--- config.mk ---
export PLATFORM = sky130hd
export DESIGN_NAME = utf8_to_ascii_transliterator
export DESIGN_NICKNAME = d
export VERILOG_FILES = /design/src/rtl/u2a_pkg.sv /design/src/rtl/u2a_decode.sv /design/src/rtl/u2a_outbuf.sv /design/src/rtl/utf8_to_ascii_transliterator.sv
export SDC_FILE = /design/constraint.sdc
export NUM_CORES = 1
export LEC_CHECK = 0
export BUFFER_PORTS_ARGS = -buffer_cell sky130_fd_sc_hd__clkbuf_2
export CORE_UTILIZATION = 43
export DETAILED_ROUTE_END_ITERATION = 8
export MAX_ROUTING_LAYER = met4
export SYNTH_ARGS = -nofsm -noshare
export SYNTH_HDL_FRONTEND = slang
export SYNTH_HIERARCHICAL = 1
export SYNTH_SLANG_ARGS = --single-unit
--- constraint.sdc ---
create_clock -name clk -period 12.2 [get_ports clk]
set_clock_uncertainty 0.1 [all_clocks]
set_input_delay 1.83 -clock clk [delete_from_list [all_inputs] [get_ports clk]]
set_output_delay 1.83 -clock clk [all_outputs]
set_load 0.01 [all_outputs]
--- src/rtl/u2a_pkg.sv ---
// shared types, constants and code point mapping for the utf-8 to ascii transliterator
// no dependencies; used by u2a_decode, u2a_outbuf and utf8_to_ascii_transliterator

package u2a_pkg;

    // one result beat
    typedef struct packed {
        logic [6:0] char_byte;
        logic       has_char;
        logic       string_end;
        logic       run_last;
    } res_t;

    // ascii characters produced by the mapping
    localparam logic [6:0] CH_NONE     = 7'h00;
    localparam logic [6:0] CH_QUESTION = 7'h3F;
    localparam logic [6:0] CH_QUOTE    = 7'h22;
    localparam logic [6:0] CH_APOS     = 7'h27;
    localparam logic [6:0] CH_DOT      = 7'h2E;
    localparam logic [6:0] CH_DASH     = 7'h2D;
    localparam logic [6:0] CH_STAR     = 7'h2A;
    localparam logic [6:0] CASE_OFFSET = 7'h20;

    // latin-1 letters U+00C0..U+00DF, zero where the letter maps to a question mark
    localparam logic [6:0] LATIN_UPPER [32] = '{
        7'h41, 7'h41, 7'h41, 7'h41, 7'h41, 7'h41, 7'h41, 7'h43,
        7'h45, 7'h45, 7'h45, 7'h45, 7'h49, 7'h49, 7'h49, 7'h49,
        7'h00, 7'h4E, 7'h4F, 7'h4F, 7'h4F, 7'h4F, 7'h4F, 7'h00,
        7'h4F, 7'h55, 7'h55, 7'h55, 7'h55, 7'h00, 7'h00, 7'h00
    };

    // continuation byte 10xxxxxx
    function automatic logic is_cont(input logic [7:0] b);
        return b[7:6] == 2'b10;
    endfunction

    // two-byte lead 110xxxxx
    function automatic logic is_lead2(input logic [7:0] b);
        return b[7:5] == 3'b110;
    endfunction

    // three-byte lead 1110xxxx
    function automatic logic is_lead3(input logic [7:0] b);
        return b[7:4] == 4'b1110;
    endfunction

    // ascii byte as a character, zero for nul and for any non-ascii byte
    function automatic logic [6:0] ascii_of(input logic [7:0] b);
        return b[7] ? CH_NONE : b[6:0];
    endfunction

    // code point to ascii, zero when the code point is dropped
    function automatic logic [6:0] translit(input logic [15:0] cp);
        logic [6:0] up;
        logic [6:0] r;
        up = LATIN_UPPER[cp[4:0]];
        r  = CH_NONE;
        if (cp[15:8] == 8'h00 && cp[7])
        begin
            if (cp[6])
            begin
                if (up == CH_NONE)
                    r = CH_QUESTION;
                else if (cp[5])
                    r = up + CASE_OFFSET;
                else
                    r = up;
            end
            else if (cp[7:0] == 8'hAB || cp[7:0] == 8'hBB)
                r = CH_QUOTE;
            else if (cp[7:0] == 8'hB7)
                r = CH_DOT;
            else
                r = CH_QUESTION;
        end
        else if (cp inside {[16'h2000:16'h206F]})
        begin
            if (cp inside {[16'h2010:16'h2015]})
                r = CH_DASH;
            else if (cp inside {[16'h2018:16'h201A], 16'h2032})
                r = CH_APOS;
            else if (cp inside {[16'h201C:16'h201E], 16'h2033})
                r = CH_QUOTE;
            else if (cp == 16'h2026)
                r = CH_DOT;
            else if (cp inside {16'h2022, 16'h2023})
                r = CH_STAR;
            else
                r = CH_NONE;
        end
        return r;
    endfunction

endpackage

--- src/rtl/u2a_decode.sv ---
// sequence state and single-pass decode of one byte into up to two result beats
// depends on u2a_pkg

module u2a_decode (
    input  logic             clk,
    input  logic             rst_n,
    input  logic             step,
    input  logic [7:0]       data_byte,
    input  logic             is_final,
    output u2a_pkg::res_t    res0,
    output u2a_pkg::res_t    res1,
    output logic [1:0]       res_cnt
);

    localparam logic [1:0] KIND_NONE  = 2'd0;
    localparam logic [1:0] KIND_TWO   = 2'd1;
    localparam logic [1:0] KIND_THREE = 2'd2;
    localparam logic [1:0] KIND_FOUR  = 2'd3;

    logic [1:0] kind_reg,     kind_next;
    logic [1:0] held_cnt_reg, held_cnt_next;
    logic [7:0] lead_reg,     lead_next;
    logic [7:0] held0_reg,    held0_next;
    logic [7:0] held1_reg,    held1_next;

    logic       do_fresh;
    logic [6:0] step_ch;
    logic [6:0] r0;
    logic [6:0] r1;
    logic [6:0] c0;
    logic [6:0] c1;
    logic [1:0] n_chars;

    // byte against the open sequence
    always_comb
    begin
        kind_next     = kind_reg;
        held_cnt_next = held_cnt_reg;
        lead_next     = lead_reg;
        held0_next    = held0_reg;
        held1_next    = held1_reg;
        step_ch       = u2a_pkg::CH_NONE;
        do_fresh      = 1'b0;
        case (kind_reg)
            KIND_NONE:
                do_fresh = 1'b1;
            KIND_FOUR:
            begin
                if (held_cnt_reg == 2'd0)
                begin
                    held0_next    = data_byte;
                    held_cnt_next = 2'd1;
                end
                else if (held_cnt_reg == 2'd1)
                begin
                    held1_next    = data_byte;
                    held_cnt_next = 2'd2;
                end
                else
                begin
                    kind_next     = KIND_NONE;
                    held_cnt_next = 2'd0;
                end
            end
            KIND_TWO:
            begin
                if (u2a_pkg::is_cont(data_byte))
                begin
                    step_ch = u2a_pkg::translit({5'b0, lead_reg[4:0], data_byte[5:0]});
                    kind_next     = KIND_NONE;
                    held_cnt_next = 2'd0;
                end
                else
                    do_fresh = 1'b1;
            end
            KIND_THREE:
            begin
                if (u2a_pkg::is_cont(data_byte))
                begin
                    if (held_cnt_reg == 2'd0)
                    begin
                        held0_next    = data_byte;
                        held_cnt_next = 2'd1;
                    end
                    else
                    begin
                        step_ch = u2a_pkg::translit({lead_reg[3:0], held0_reg[5:0],
                                                     data_byte[5:0]});
                        kind_next     = KIND_NONE;
                        held_cnt_next = 2'd0;
                    end
                end
                else
                    do_fresh = 1'b1;
            end
            default:
                do_fresh = 1'b1;
        endcase

        // fresh byte with no sequence open; a broken lead and its held
        // continuation bytes are dropped here
        if (do_fresh)
        begin
            kind_next     = KIND_NONE;
            held_cnt_next = 2'd0;
            if (!data_byte[7])
                step_ch = data_byte[6:0];
            else if (u2a_pkg::is_lead2(data_byte))
            begin
                kind_next = KIND_TWO;
                lead_next = data_byte;
            end
            else if (u2a_pkg::is_lead3(data_byte))
            begin
                kind_next = KIND_THREE;
                lead_next = data_byte;
            end
            else if (data_byte[7:3] == 5'b11110)
            begin
                kind_next = KIND_FOUR;
                lead_next = data_byte;
            end
        end
    end

    // string end: bytes held under a four-byte lead are decoded afresh
    always_comb
    begin
        r0 = u2a_pkg::CH_NONE;
        r1 = u2a_pkg::CH_NONE;
        if (is_final && kind_next == KIND_FOUR)
        begin
            if (held_cnt_next == 2'd1)
                r0 = u2a_pkg::ascii_of(held0_next);
            else if (held_cnt_next == 2'd2)
            begin
                if (u2a_pkg::is_lead2(held0_next) && u2a_pkg::is_cont(held1_next))
                    r0 = u2a_pkg::translit({5'b0, held0_next[4:0], held1_next[5:0]});
                else
                    r0 = u2a_pkg::ascii_of(held0_next);
                if ((u2a_pkg::is_lead2(held0_next) || u2a_pkg::is_lead3(held0_next))
                    && u2a_pkg::is_cont(held1_next))
                    r1 = u2a_pkg::CH_NONE;
                else
                    r1 = u2a_pkg::ascii_of(held1_next);
            end
        end
    end

    // pack characters into result beats; the step character and the
    // end-of-string replay never occur together
    always_comb
    begin
        if (step_ch != u2a_pkg::CH_NONE)
            c0 = step_ch;
        else if (r0 != u2a_pkg::CH_NONE)
            c0 = r0;
        else
            c0 = r1;
        c1 = (r0 != u2a_pkg::CH_NONE && r1 != u2a_pkg::CH_NONE) ? r1 : u2a_pkg::CH_NONE;
        n_chars = {1'b0, c0 != u2a_pkg::CH_NONE} + {1'b0, c1 != u2a_pkg::CH_NONE};

        res1.char_byte  = c1;
        res1.has_char   = 1'b1;
        res1.string_end = is_final;
        res1.run_last   = 1'b1;
        if (n_chars == 2'd0)
        begin
            res0.char_byte  = u2a_pkg::CH_NONE;
            res0.has_char   = 1'b0;
            res0.string_end = 1'b1;
            res0.run_last   = 1'b1;
            res_cnt         = is_final ? 2'd1 : 2'd0;
        end
        else
        begin
            res0.char_byte  = c0;
            res0.has_char   = 1'b1;
            res0.string_end = is_final && n_chars == 2'd1;
            res0.run_last   = n_chars == 2'd1;
            res_cnt         = n_chars;
        end
    end

    // sequence control state
    always_ff @(posedge clk or negedge rst_n)
    begin
        if (!rst_n)
        begin
            kind_reg     <= KIND_NONE;
            held_cnt_reg <= 2'd0;
        end
        else if (step)
        begin
            kind_reg     <= is_final ? KIND_NONE : kind_next;
            held_cnt_reg <= is_final ? 2'd0 : held_cnt_next;
        end
    end

    // held bytes, read only while a lead is open
    always_ff @(posedge clk)
    begin
        if (step)
        begin
            lead_reg  <= lead_next;
            held0_reg <= held0_next;
            held1_reg <= held1_next;
        end
    end

endmodule

--- src/rtl/u2a_outbuf.sv ---
// two-entry result register that drains one beat per cycle while out_ready is high
// depends on u2a_pkg

module u2a_outbuf (
    input  logic             clk,
    input  logic             rst_n,
    input  logic             load,
    input  u2a_pkg::res_t    res0,
    input  u2a_pkg::res_t    res1,
    input  logic [1:0]       res_cnt,
    input  logic             out_ready,
    output logic             out_valid,
    output u2a_pkg::res_t    head,
    output logic             free
);

    logic [1:0]    cnt_reg, cnt_next;
    u2a_pkg::res_t s0_reg,  s0_next;
    u2a_pkg::res_t s1_reg,  s1_next;
    logic          pop;

    assign out_valid = cnt_reg != 2'd0;
    assign head      = s0_reg;
    assign pop       = out_valid && out_ready;
    assign free      = cnt_reg == 2'd0 || (cnt_reg == 2'd1 && out_ready);

    // drain head, then take a new group of beats
    always_comb
    begin
        cnt_next = cnt_reg;
        s0_next  = s0_reg;
        s1_next  = s1_reg;
        if (pop)
        begin
            s0_next  = s1_reg;
            cnt_next = cnt_reg - 2'd1;
        end
        if (load)
        begin
            s0_next  = res0;
            s1_next  = res1;
            cnt_next = res_cnt;
        end
    end

    always_ff @(posedge clk or negedge rst_n)
    begin
        if (!rst_n)
            cnt_reg <= 2'd0;
        else
            cnt_reg <= cnt_next;
    end

    always_ff @(posedge clk)
    begin
        s0_reg <= s0_next;
        s1_reg <= s1_next;
    end

endmodule

--- src/rtl/utf8_to_ascii_transliterator.sv ---
// Takes UTF-8 text one byte per beat, with is_final on the last byte of a string,
// and gives ASCII characters: one byte per cycle enters an input register while
// its results fit in the result register, is decoded against the open sequence in
// one pass and lands in a two-entry result register, from which the first result
// beat is offered. Most bytes give zero or one result beat and keep the
// one-byte-per-cycle rate; a final byte that ends a cut-off four-byte sequence
// can give two beats, which the result register hands out one after the other.
// A final byte with no character yields one bare end mark
// (has_char low, string_end high). Depends on u2a_pkg, u2a_decode, u2a_outbuf.

module utf8_to_ascii_transliterator (
    input  logic       clk,
    input  logic       rst_n,
    input  logic       in_valid,
    output logic       in_ready,
    input  logic [7:0] data_byte,
    input  logic       is_final,
    output logic       out_valid,
    input  logic       out_ready,
    output logic [6:0] char_byte,
    output logic       has_char,
    output logic       string_end,
    output logic       run_last
);

    logic          a_valid_reg, a_valid_next;
    logic [7:0]    a_byte_reg;
    logic          a_final_reg;
    logic          a_adv;
    logic          buf_free;
    logic          in_beat;
    u2a_pkg::res_t res0;
    u2a_pkg::res_t res1;
    u2a_pkg::res_t head;
    logic [1:0]    res_cnt;

    // input register moves on when its results fit or there are none
    assign a_adv    = a_valid_reg && (res_cnt == 2'd0 || buf_free);
    assign in_ready = !a_valid_reg || a_adv;
    assign in_beat  = in_valid && in_ready;

    always_comb
    begin
        a_valid_next = a_valid_reg;
        if (in_beat)
            a_valid_next = 1'b1;
        else if (a_adv)
            a_valid_next = 1'b0;
    end

    always_ff @(posedge clk or negedge rst_n)
    begin
        if (!rst_n)
            a_valid_reg <= 1'b0;
        else
            a_valid_reg <= a_valid_next;
    end

    always_ff @(posedge clk)
    begin
        if (in_beat)
        begin
            a_byte_reg  <= data_byte;
            a_final_reg <= is_final;
        end
    end

    // decode
    u2a_decode u_decode (
        .clk       (clk),
        .rst_n     (rst_n),
        .step      (a_adv),
        .data_byte (a_byte_reg),
        .is_final  (a_final_reg),
        .res0      (res0),
        .res1      (res1),
        .res_cnt   (res_cnt)
    );

    // result register
    u2a_outbuf u_outbuf (
        .clk       (clk),
        .rst_n     (rst_n),
        .load      (a_adv && res_cnt != 2'd0),
        .res0      (res0),
        .res1      (res1),
        .res_cnt   (res_cnt),
        .out_ready (out_ready),
        .out_valid (out_valid),
        .head      (head),
        .free      (buf_free)
    );

    assign char_byte  = head.char_byte;
    assign has_char   = head.has_char;
    assign string_end = head.string_end;
    assign run_last   = head.run_last;

`ifndef NO_ASSERTIONS
    // the closing beat of a string is always the last beat of its byte
    assert property (@(posedge clk) disable iff (!rst_n)
        (out_valid && string_end) |-> run_last)
        else $error("string end beat not marked as last of its byte");

    // a beat without a character is a bare end mark
    assert property (@(posedge clk) disable iff (!rst_n)
        (out_valid && !has_char) |-> (string_end && char_byte == 7'd0))
        else $error("empty beat that is not an end mark");

    // with the result register empty the input side never stalls
    assert property (@(posedge clk) disable iff (!rst_n)
        !out_valid |-> in_ready)
        else $error("input stalled with no result pending");
`endif

endmodule
### Word-level counts from Yosys, hierarchy flattened

Memories as Yosys holds them, arrays and structs flattened.
Index checks and enable logic that the tools add are counted.
W data, S select, Z words.

| word-level totals | value |
|---|---|
| flip-flop bits (word level) | 55 |
| bits in latches | 0 |
| RAM bits | 0 |
| bits in read-only memories | 448 |
| input port bits | 13 |
| memories kept | 2 |

Memory list:

| name | words | bits a word | rd ports | clocked after Yosys merged registers in | write ports | RTL line | source |
|---|---|---|---|---|---|---|---|
| (no name shown) | 32 | 7 | 1 | 0 | 0 | u2a_pkg.sv:56 | `up = LATIN_UPPER[cp[4:0]];` |
| (no name shown) | 32 | 7 | 1 | 0 | 0 | u2a_pkg.sv:56 |  |

| cells by class | value |
|---|---|
| add/sub/neg operators | 4 |
| $mul | 0 |
| divide/modulo/power cells | 0 |
| magnitude comparators | 26 |
| equality and inequality tests | 30 |
| shift operators | 0 |
| muxes and demuxes | 93 |
| bitwise logic cells | 2 |
| reduce and logical (&&, ||, !) cells | 58 |

Operators with widths:

| operator | count |
|---|---|
| $mux W7 | 46 |
| $ge A11 B14 Y1 const B | 8 |
| $le A11 B14 Y1 const B | 8 |
| $eq A16 B14 Y1 const B | 5 |
| $eq A8 B8 Y1 const B | 9 |
| $ge A16 B14 Y1 const B | 4 |
| $le A16 B14 Y1 const B | 4 |
| $mux W2 | 20 |
| $mux W8 | 5 |
| $reduce_bool A7 Y1 | 5 |
| $mux W10 | 3 |
| $mux W5 | 6 |
| $logic_and A1 B1 Y1 | 25 |
| $mux W6 | 3 |
| $pmux W8 S2 | 1 |
| $add A7 B6 Y7 const B | 2 |
| $logic_not A7 Y1 | 2 |
| $pmux W7 S2 | 1 |
| $reduce_bool A2 Y1 | 7 |
| $eq A2 B2 Y1 const B | 6 |
| $ge A6 B6 Y1 const B | 2 |
| $not A5 Y6 | 2 |
| $pmux W2 S3 | 2 |
| $eq A2 B1 Y1 const B | 5 |
| 15 further kinds | 32 |

### Logic depth before layout (Yosys ltp)

| logic depth | value |
|---|---|
| depth after elaboration | 30 |
| depth in mapped cells | 20 |
| gate-level depth less buffers | 18 |

### Cells and area by module

The synthesis kept the hierarchy.

By module, submodules not included:

| module | instances | cells each | area an instance (um^2) | seq. area each (um^2) |
|---|---|---|---|---|
| u2a_decode | 1 | 389 | 3,099.2 | 730.7 |
| u2a_outbuf | 1 | 50 | 894.6 | 650.6 |
| utf8_to_ascii_transliterator | 1 | 16 | 340.3 | 295.3 |

### Worst setup path before layout

OpenSTA, ideal clock, no wires.

| timing | value |
|---|---|
| path type | reg-to-output |
| start | register u_decode.kind_reg[0] |
| end | output port in_ready |
| data arrival time | 3,600 ps |
| required time | 10,270 ps |
| slack | 6,670 ps |
| cell stages (with the launch flop) | 16 |
| buffers on the path | 2 |
| cell sequence | dfrtp_1 > ha_1 > nand3b_1 > buf_2 > mux2_2 > a32o_1 > a21oi_1 > nand2_1 > a22o_1 > a31oi_1 > and4_1 > ha_1 > clkbuf_1 > mux2_2 > o21ba_2 > nand2_1 |

| between the ends | value |
|---|---|
| longest elaborated chain between the ends | 26 |
| elaborated cells between the ends (all ways) | 90 |
| those cells by class | 2 x add/sub; 8 x order compare; 12 x eq/ne; 41 x mux; 1 x bitwise; 25 x reduce/logical; 1 x memory |

Ends and longest elaborated chain:

| what | RTL line | source |
|---|---|---|
| start, declared | u2a_decode.sv:20 | `logic [1:0] kind_reg, kind_next;` |
| start signal, assigned | u2a_decode.sv:195 | `kind_reg <= is_final ? KIND_NONE : kind_next;` |
| $eq A2 B2 Y1 | u2a_decode.sv:44 | `case (kind_reg)` |
| $mux W8 | u2a_decode.sv:44 |  |
| $not A5 Y6 (implied by the code) | u2a_pkg.sv:56 |  |
| $mem_v2 Z32 W7 | n/a |  |
| $mux W7 (implied by the code) (2 in series) | u2a_pkg.sv:56 |  |
| $add A7 B6 Y7 | u2a_pkg.sv:65 | `r = up + CASE_OFFSET;` |
| $mux W7 | u2a_pkg.sv:64 | `else if (cp[5])` |
| $mux W7 | u2a_pkg.sv:62 | `if (up == CH_NONE)` |
| [... 10 more ...] | n/a |  |
| $add A1 B1 Y2 (*) | u2a_decode.sv:161 | `n_chars = {1'b0, c0 != u2a_pkg::CH_NONE} + {1'b0, c1 != u2a_pkg::CH_NONE};` |
| $logic_not A2 Y1 | u2a_decode.sv:167 | `if (n_chars == 2'd0)` |
| $mux W2 (*) | u2a_decode.sv:167 |  |
| net res_cnt[0] | utf8_to_ascii_transliterator.sv:35 | `logic [1:0] res_cnt;` |
| $logic_not A2 Y1 (*) | utf8_to_ascii_transliterator.sv:38 | `assign a_adv = a_valid_reg && (res_cnt == 2'd0 \|\| buf_free);` |
| $logic_or A1 B1 Y1 (*) | utf8_to_ascii_transliterator.sv:38 |  |
| $logic_and A1 B1 Y1 (*) | utf8_to_ascii_transliterator.sv:38 |  |
| $logic_or A1 B1 Y1 (*) | utf8_to_ascii_transliterator.sv:39 | `assign in_ready = !a_valid_reg \|\| a_adv;` |
| end, declared | utf8_to_ascii_transliterator.sv:15 | `output logic in_ready,` |

The timed path passes the listed nets; every way through them passes the cells marked *. The select of a mux whose other input is x is not followed.

### Final worst setup path

| timing | value |
|---|---|
| start | register a_byte_reg[3] |
| end | output port in_ready |

| between the ends | value |
|---|---|
| longest elaborated chain between the ends | 27 |
| elaborated cells between the ends (all ways) | 146 |
| those cells by class | 3 x add/sub; 24 x order compare; 16 x eq/ne; 65 x mux; 2 x bitwise; 34 x reduce/logical; 2 x memory |

Ends and longest elaborated chain:

| what | RTL line | source |
|---|---|---|
| start, declared | utf8_to_ascii_transliterator.sv:27 | `logic [7:0] a_byte_reg;` |
| start signal, assigned | utf8_to_ascii_transliterator.sv:63 | `a_byte_reg <= data_byte;` |
| $mux W8 | u2a_decode.sv:54 | `else if (held_cnt_reg == 2'd1)` |
| $mux W8 | u2a_decode.sv:49 | `if (held_cnt_reg == 2'd0)` |
| $mux W8 | u2a_decode.sv:44 |  |
| $not A5 Y6 (implied by the code) | u2a_pkg.sv:56 |  |
| $mem_v2 Z32 W7 | n/a |  |
| $mux W7 (implied by the code) (2 in series) | u2a_pkg.sv:56 |  |
| $add A7 B6 Y7 | u2a_pkg.sv:65 |  |
| $mux W7 | u2a_pkg.sv:64 |  |
| [... 11 more ...] | n/a |  |
| $add A1 B1 Y2 (*) | u2a_decode.sv:161 |  |
| $logic_not A2 Y1 | u2a_decode.sv:167 |  |
| $mux W2 (*) | u2a_decode.sv:167 |  |
| net res_cnt[0] | utf8_to_ascii_transliterator.sv:35 |  |
| $logic_not A2 Y1 (*) | utf8_to_ascii_transliterator.sv:38 |  |
| $logic_or A1 B1 Y1 (*) | utf8_to_ascii_transliterator.sv:38 |  |
| $logic_and A1 B1 Y1 (*) | utf8_to_ascii_transliterator.sv:38 |  |
| $logic_or A1 B1 Y1 (*) | utf8_to_ascii_transliterator.sv:39 |  |

Marks and branches as above.

==> Implementation_results.wiki <==
{| class="wikitable"
! Metric !! Value
|-
| GRT Residual Overflow || 0
|-
| Final hold violation count || 0
|-
| Proportion of layout cells with a drive suffix above 1 || 16.7%
|-
| Remaining DRCs || 0
|-
| Dominant cells by area after synthesis || edfxtp_1 (35%), dfrtp_1 (4.0%), nand2_1 (3.8%)
|-
| Largest family of logic cells by synthesized area || simple AND/OR/NAND/NOR gates
|-
| Antenna viol nets, final || 0
|-
| Starting utilization of the core area || 44.3%
|-
| Number of warnings reported in the yosys synthesis log || 6
|-
| Total number of vias || 3,766
|-
| Hold bufs inserted after CTS || 0
|-
| Die area || 10,500 um2
|-
| Class of the worst hold path || reg -> reg
|-
| Max-capacitance violation count || 0
|-
| Post-synthesis share of cell area spent on full adders, half adders and majority gates || 2.89%
|-
| Type of element launching the critical path || flop
|-
| Ratio of total power to cell area || 248 nW/um2
|-
| FP Rows || 36
|-
| Drt wl/cell || 19.9 um
|-
| Total standard cell area after synthesis || 4330 um2
|-
| Clock network fraction of design power || 17.5%
|-
| Global-route wire length before repair || 19,000 um
|-
| Share of synthesized area spent on multiplexers || 4.50%
|-
| Pin count of the biggest net entering global routing || 30
|-
| Via count of the first global-routing pass || 3,543
|-
| XOR/XNOR share of the synthesized area || 0%
|-
| Synthesized-area fraction occupied by ao, oa, aoi and oai cells || 23.3%
|-
| Setup repair bufs after CTS || 0
|-
| Peak clock frequency supported by timing || 143 MHz
|-
| Antenna fix cells || 0
|-
| Async set or reset register ratio after synthesis || 12.3%
|-
| Startpoint of the worst register-to-register path || a_byte_reg[3]
|-
| Die height || 102 um
|-
| Worst-case register-to-register setup slack || 6.20 ns
|-
| Count of flip-flops with a built-in enable after synthesis || 50
|-
| Antenna violations before repair || 0
|-
| Worst slew pin tran || 1.08 ns
|-
| Number of fillers in the final layout || 937
|-
| Depth of the CTS H-tree || 3
|-
| Rel. slew slack || 27.6%
|-
| RSZ-0062 raised after global routing || no
|-
| Type of element capturing the critical path || primary output
|-
| Net switching power figure || 0.000510 W
|-
| CTS Root Buffer Type || clkbuf_8
|-
| Simple-Gate Fraction of Synth Area || 24.6%
|-
| Largest vdd supply drop || 0.156 mV
|-
| Detailed-router iteration count before antenna repair || 5
|-
| Clock-pin slew on the worst setup and hold paths || 0.07 ns
|-
| Number of instances in the synthesized netlist || 455
|-
| Layout Nets || 485
|-
| Part of the cycle the worst path needs || 57.3%
|-
| Final TNS setup || 0 ns
|-
| Internal Dissipation || 0.000652 W
|-
| Switching share of total power || 43.9%
|-
| Post-CTS sizing || 0
|-
| Total of endpoints with negative setup slack in the final report || 0
|-
| Sequential share of power || 36.5%
|-
| Synthesized area per cell || 9.53 um2
|-
| Total I/O pin count || 25
|-
| Share of total power in combinational logic || 46.0%
|-
| Half-perimeter wire length after detailed placement || 8770 um
|-
| Final max-slew violation count || 0
|-
| Global-route usage over all layers || 25.0%
|-
| Number of synthesized register bits || 57
|-
| Post-route minimum period || 7.00 ns
|-
| R2R Path End || u_decode/lead_reg[4]
|-
| Number of sinks on the clock net || 57
|-
| Arrival time at the worst endpoint || 5.07 ns
|-
| Worst r2r path cells || 14
|-
| Highest-count cells in the layout ignoring fill and taps || edfxtp_1 (50), nand2_1 (44), nor2_1 (26)
|-
| Port bufs || 24
|-
| Worst endpoint required time || 10.27 ns
|-
| Area overhead of the layout relative to synthesis || 8.23%
|-
| Most area-hungry cell type in the Yosys netlist || edfxtp_1
|-
| Outcome || finished clean
|-
| CP Launch Point || a_byte_reg[3]
|-
| Chip width || 102 um
|-
| Clock latency of the later-clocked register in the worst-skew pair || 0.35 ns
|-
| Drt first-iter violations || 291
|-
| Maximum root-to-sink buffer count || 2
|-
| Number of clock buffers inserted by TritonCTS || 9
|-
| Placed instance area || 4460 um2
|-
| Capturing element of the worst setup path || in_ready
|-
| CTS tree || done
|-
| Sequential-to-total area share from yosys stat || 38.7%
|-
| Flip-flop cell with the highest count after synthesis || edfxtp_1
|-
| Top-area cell type share of the netlist area || 34.6%
|-
| Final estimated routing congestion in global placement || 0.933
|-
| Core region area || 9770 um2
|-
| Leakage || 1.73 nW
|-
| Wire length reported by the detailed router || 11,900 um
|-
| Critical path class || reg -> out
|-
| Drt via density || 6.28
|-
| Commonest non-fill, non-tap cell in the layout || edfxtp_1
|-
| Final Cell Area || 4690 um2
|-
| Cell variety after synth || 91
|-
| Max Fanout on Critical Path || 29
|}
==> metrics by stage <==
| stage | power [W] | instances | util (%) | hold slack (ns) | setup slack [ns] |
|---|---|---|---|---|---|
| after floorplan | 0.000804 | 456 | - | 0.321 | 6.67 |
| after global placement | 0.000953 | 584 | 45.7 | 0.411 | 5.90 |
| after detailed placement | 0.000954 | 584 | 45.7 | 0.418 | 5.74 |
| after CTS | 0.00116 | 600 | 48.0 | 0.439 | 5.32 |
| after global routing | 0.00123 | 600 | 48.0 | 0.448 | 4.94 |
| final | 0.00116 | 600 | 48.0 | 0.445 | 5.20 |
==> power by group through the flow <==
stage          Clock (W)  Sequential, W  Combinational (W)
2_1_floorplan          0       0.000386           0.000419
3_5_place_dp           0       0.000425           0.000529
3_3_place_gp           0       0.000425           0.000528
6_report        0.000203       0.000424           0.000534
5_1_grt         0.000213       0.000438           0.000581
4_1_cts         0.000208       0.000422           0.000531
==> worst max-delay path: stages, from the launching register on <==
cell and delay, ns:
edfxtp_1 0.91, nor2b_1 0.38, o2111ai_1 0.24, o21ba_2 0.29
a22oi_1 0.15, o21ai_0 0.23, nor4_4 0.76, a21boi_2 0.32
and4_1 0.22, ha_1 0.36, mux2_2 0.41, o21ba_2 0.23
nand2_1 0.07, clkbuf_2 0.12
==> final cells by class <==
cell class / instances / area (um2) / area share (%)
clock inverters: 7 / 103 / 2.19
clock buffers: 9 / 124 / 2.64
well taps: 133 / 166 / 3.55
flip-flops and latches: 57 / 1680 / 35.7
repair buffers: 26 / 135 / 2.88
inverters: 21 / 78.8 / 1.68
multi-input cells: 347 / 2410 / 51.3
==> worst min path at each step <==
| stage | from | to | cells past startpoint | slack (ns) |
|---|---|---|---|---|
| 2_1_floorplan | a_byte_reg[2] | u_decode/lead_reg[2] | 0 | 0.32 |
| 3_3_place_gp | u_outbuf/s1_reg[4] | u_outbuf/head[4] | 1 | 0.41 |
| 3_5_place_dp | u_outbuf/s1_reg[4] | u_outbuf/head[4] | 1 | 0.42 |
| 4_1_cts | u_outbuf/s1_reg[4] | u_outbuf/head[4] | 1 | 0.44 |
| 5_1_grt | u_outbuf/s1_reg[4] | u_outbuf/head[4] | 1 | 0.45 |
| 6_report | u_outbuf/s1_reg[4] | u_outbuf/head[4] | 1 | 0.44 |
==> cell families (layout without fill, tap and decap cells) <==
kind of cell	count (synthesis)	in the layout
muxes	18	18
buffers and inverters	52	63
adders and majority gates	10	10
DFF	57	57
AOI/OAI and AO/OA	133	133
and+or+nand+nor	184	184
other	1	2
==> synth_stat cells (7+ instances only) <==
library cell,count
o21ai_0,22
nor2b_1,11
edfxtp_1,50
nor2_1,26
buf_2,19
nand2_1,44
inv_1,19
o211ai_1,7
nor3_1,11
nand3_1,13
dfrtp_1,7
mux2_2,11
a22o_1,7
ha_1,10
a21oi_1,21
a31oi_1,9
nand4_1,20
==> layer usage <==
metal	up-vias	wire length [um]	part of all wire (%)	global-route usage (%)
met5	-	0	0	-
met4	0	267	2.2	8.13
met3	28	698	5.8	4.45
met2	164	5510	46	38.3
met1	1796	5470	46	33.4
li1	1778	-	-	-
Power figures use the tool's default switching activity.
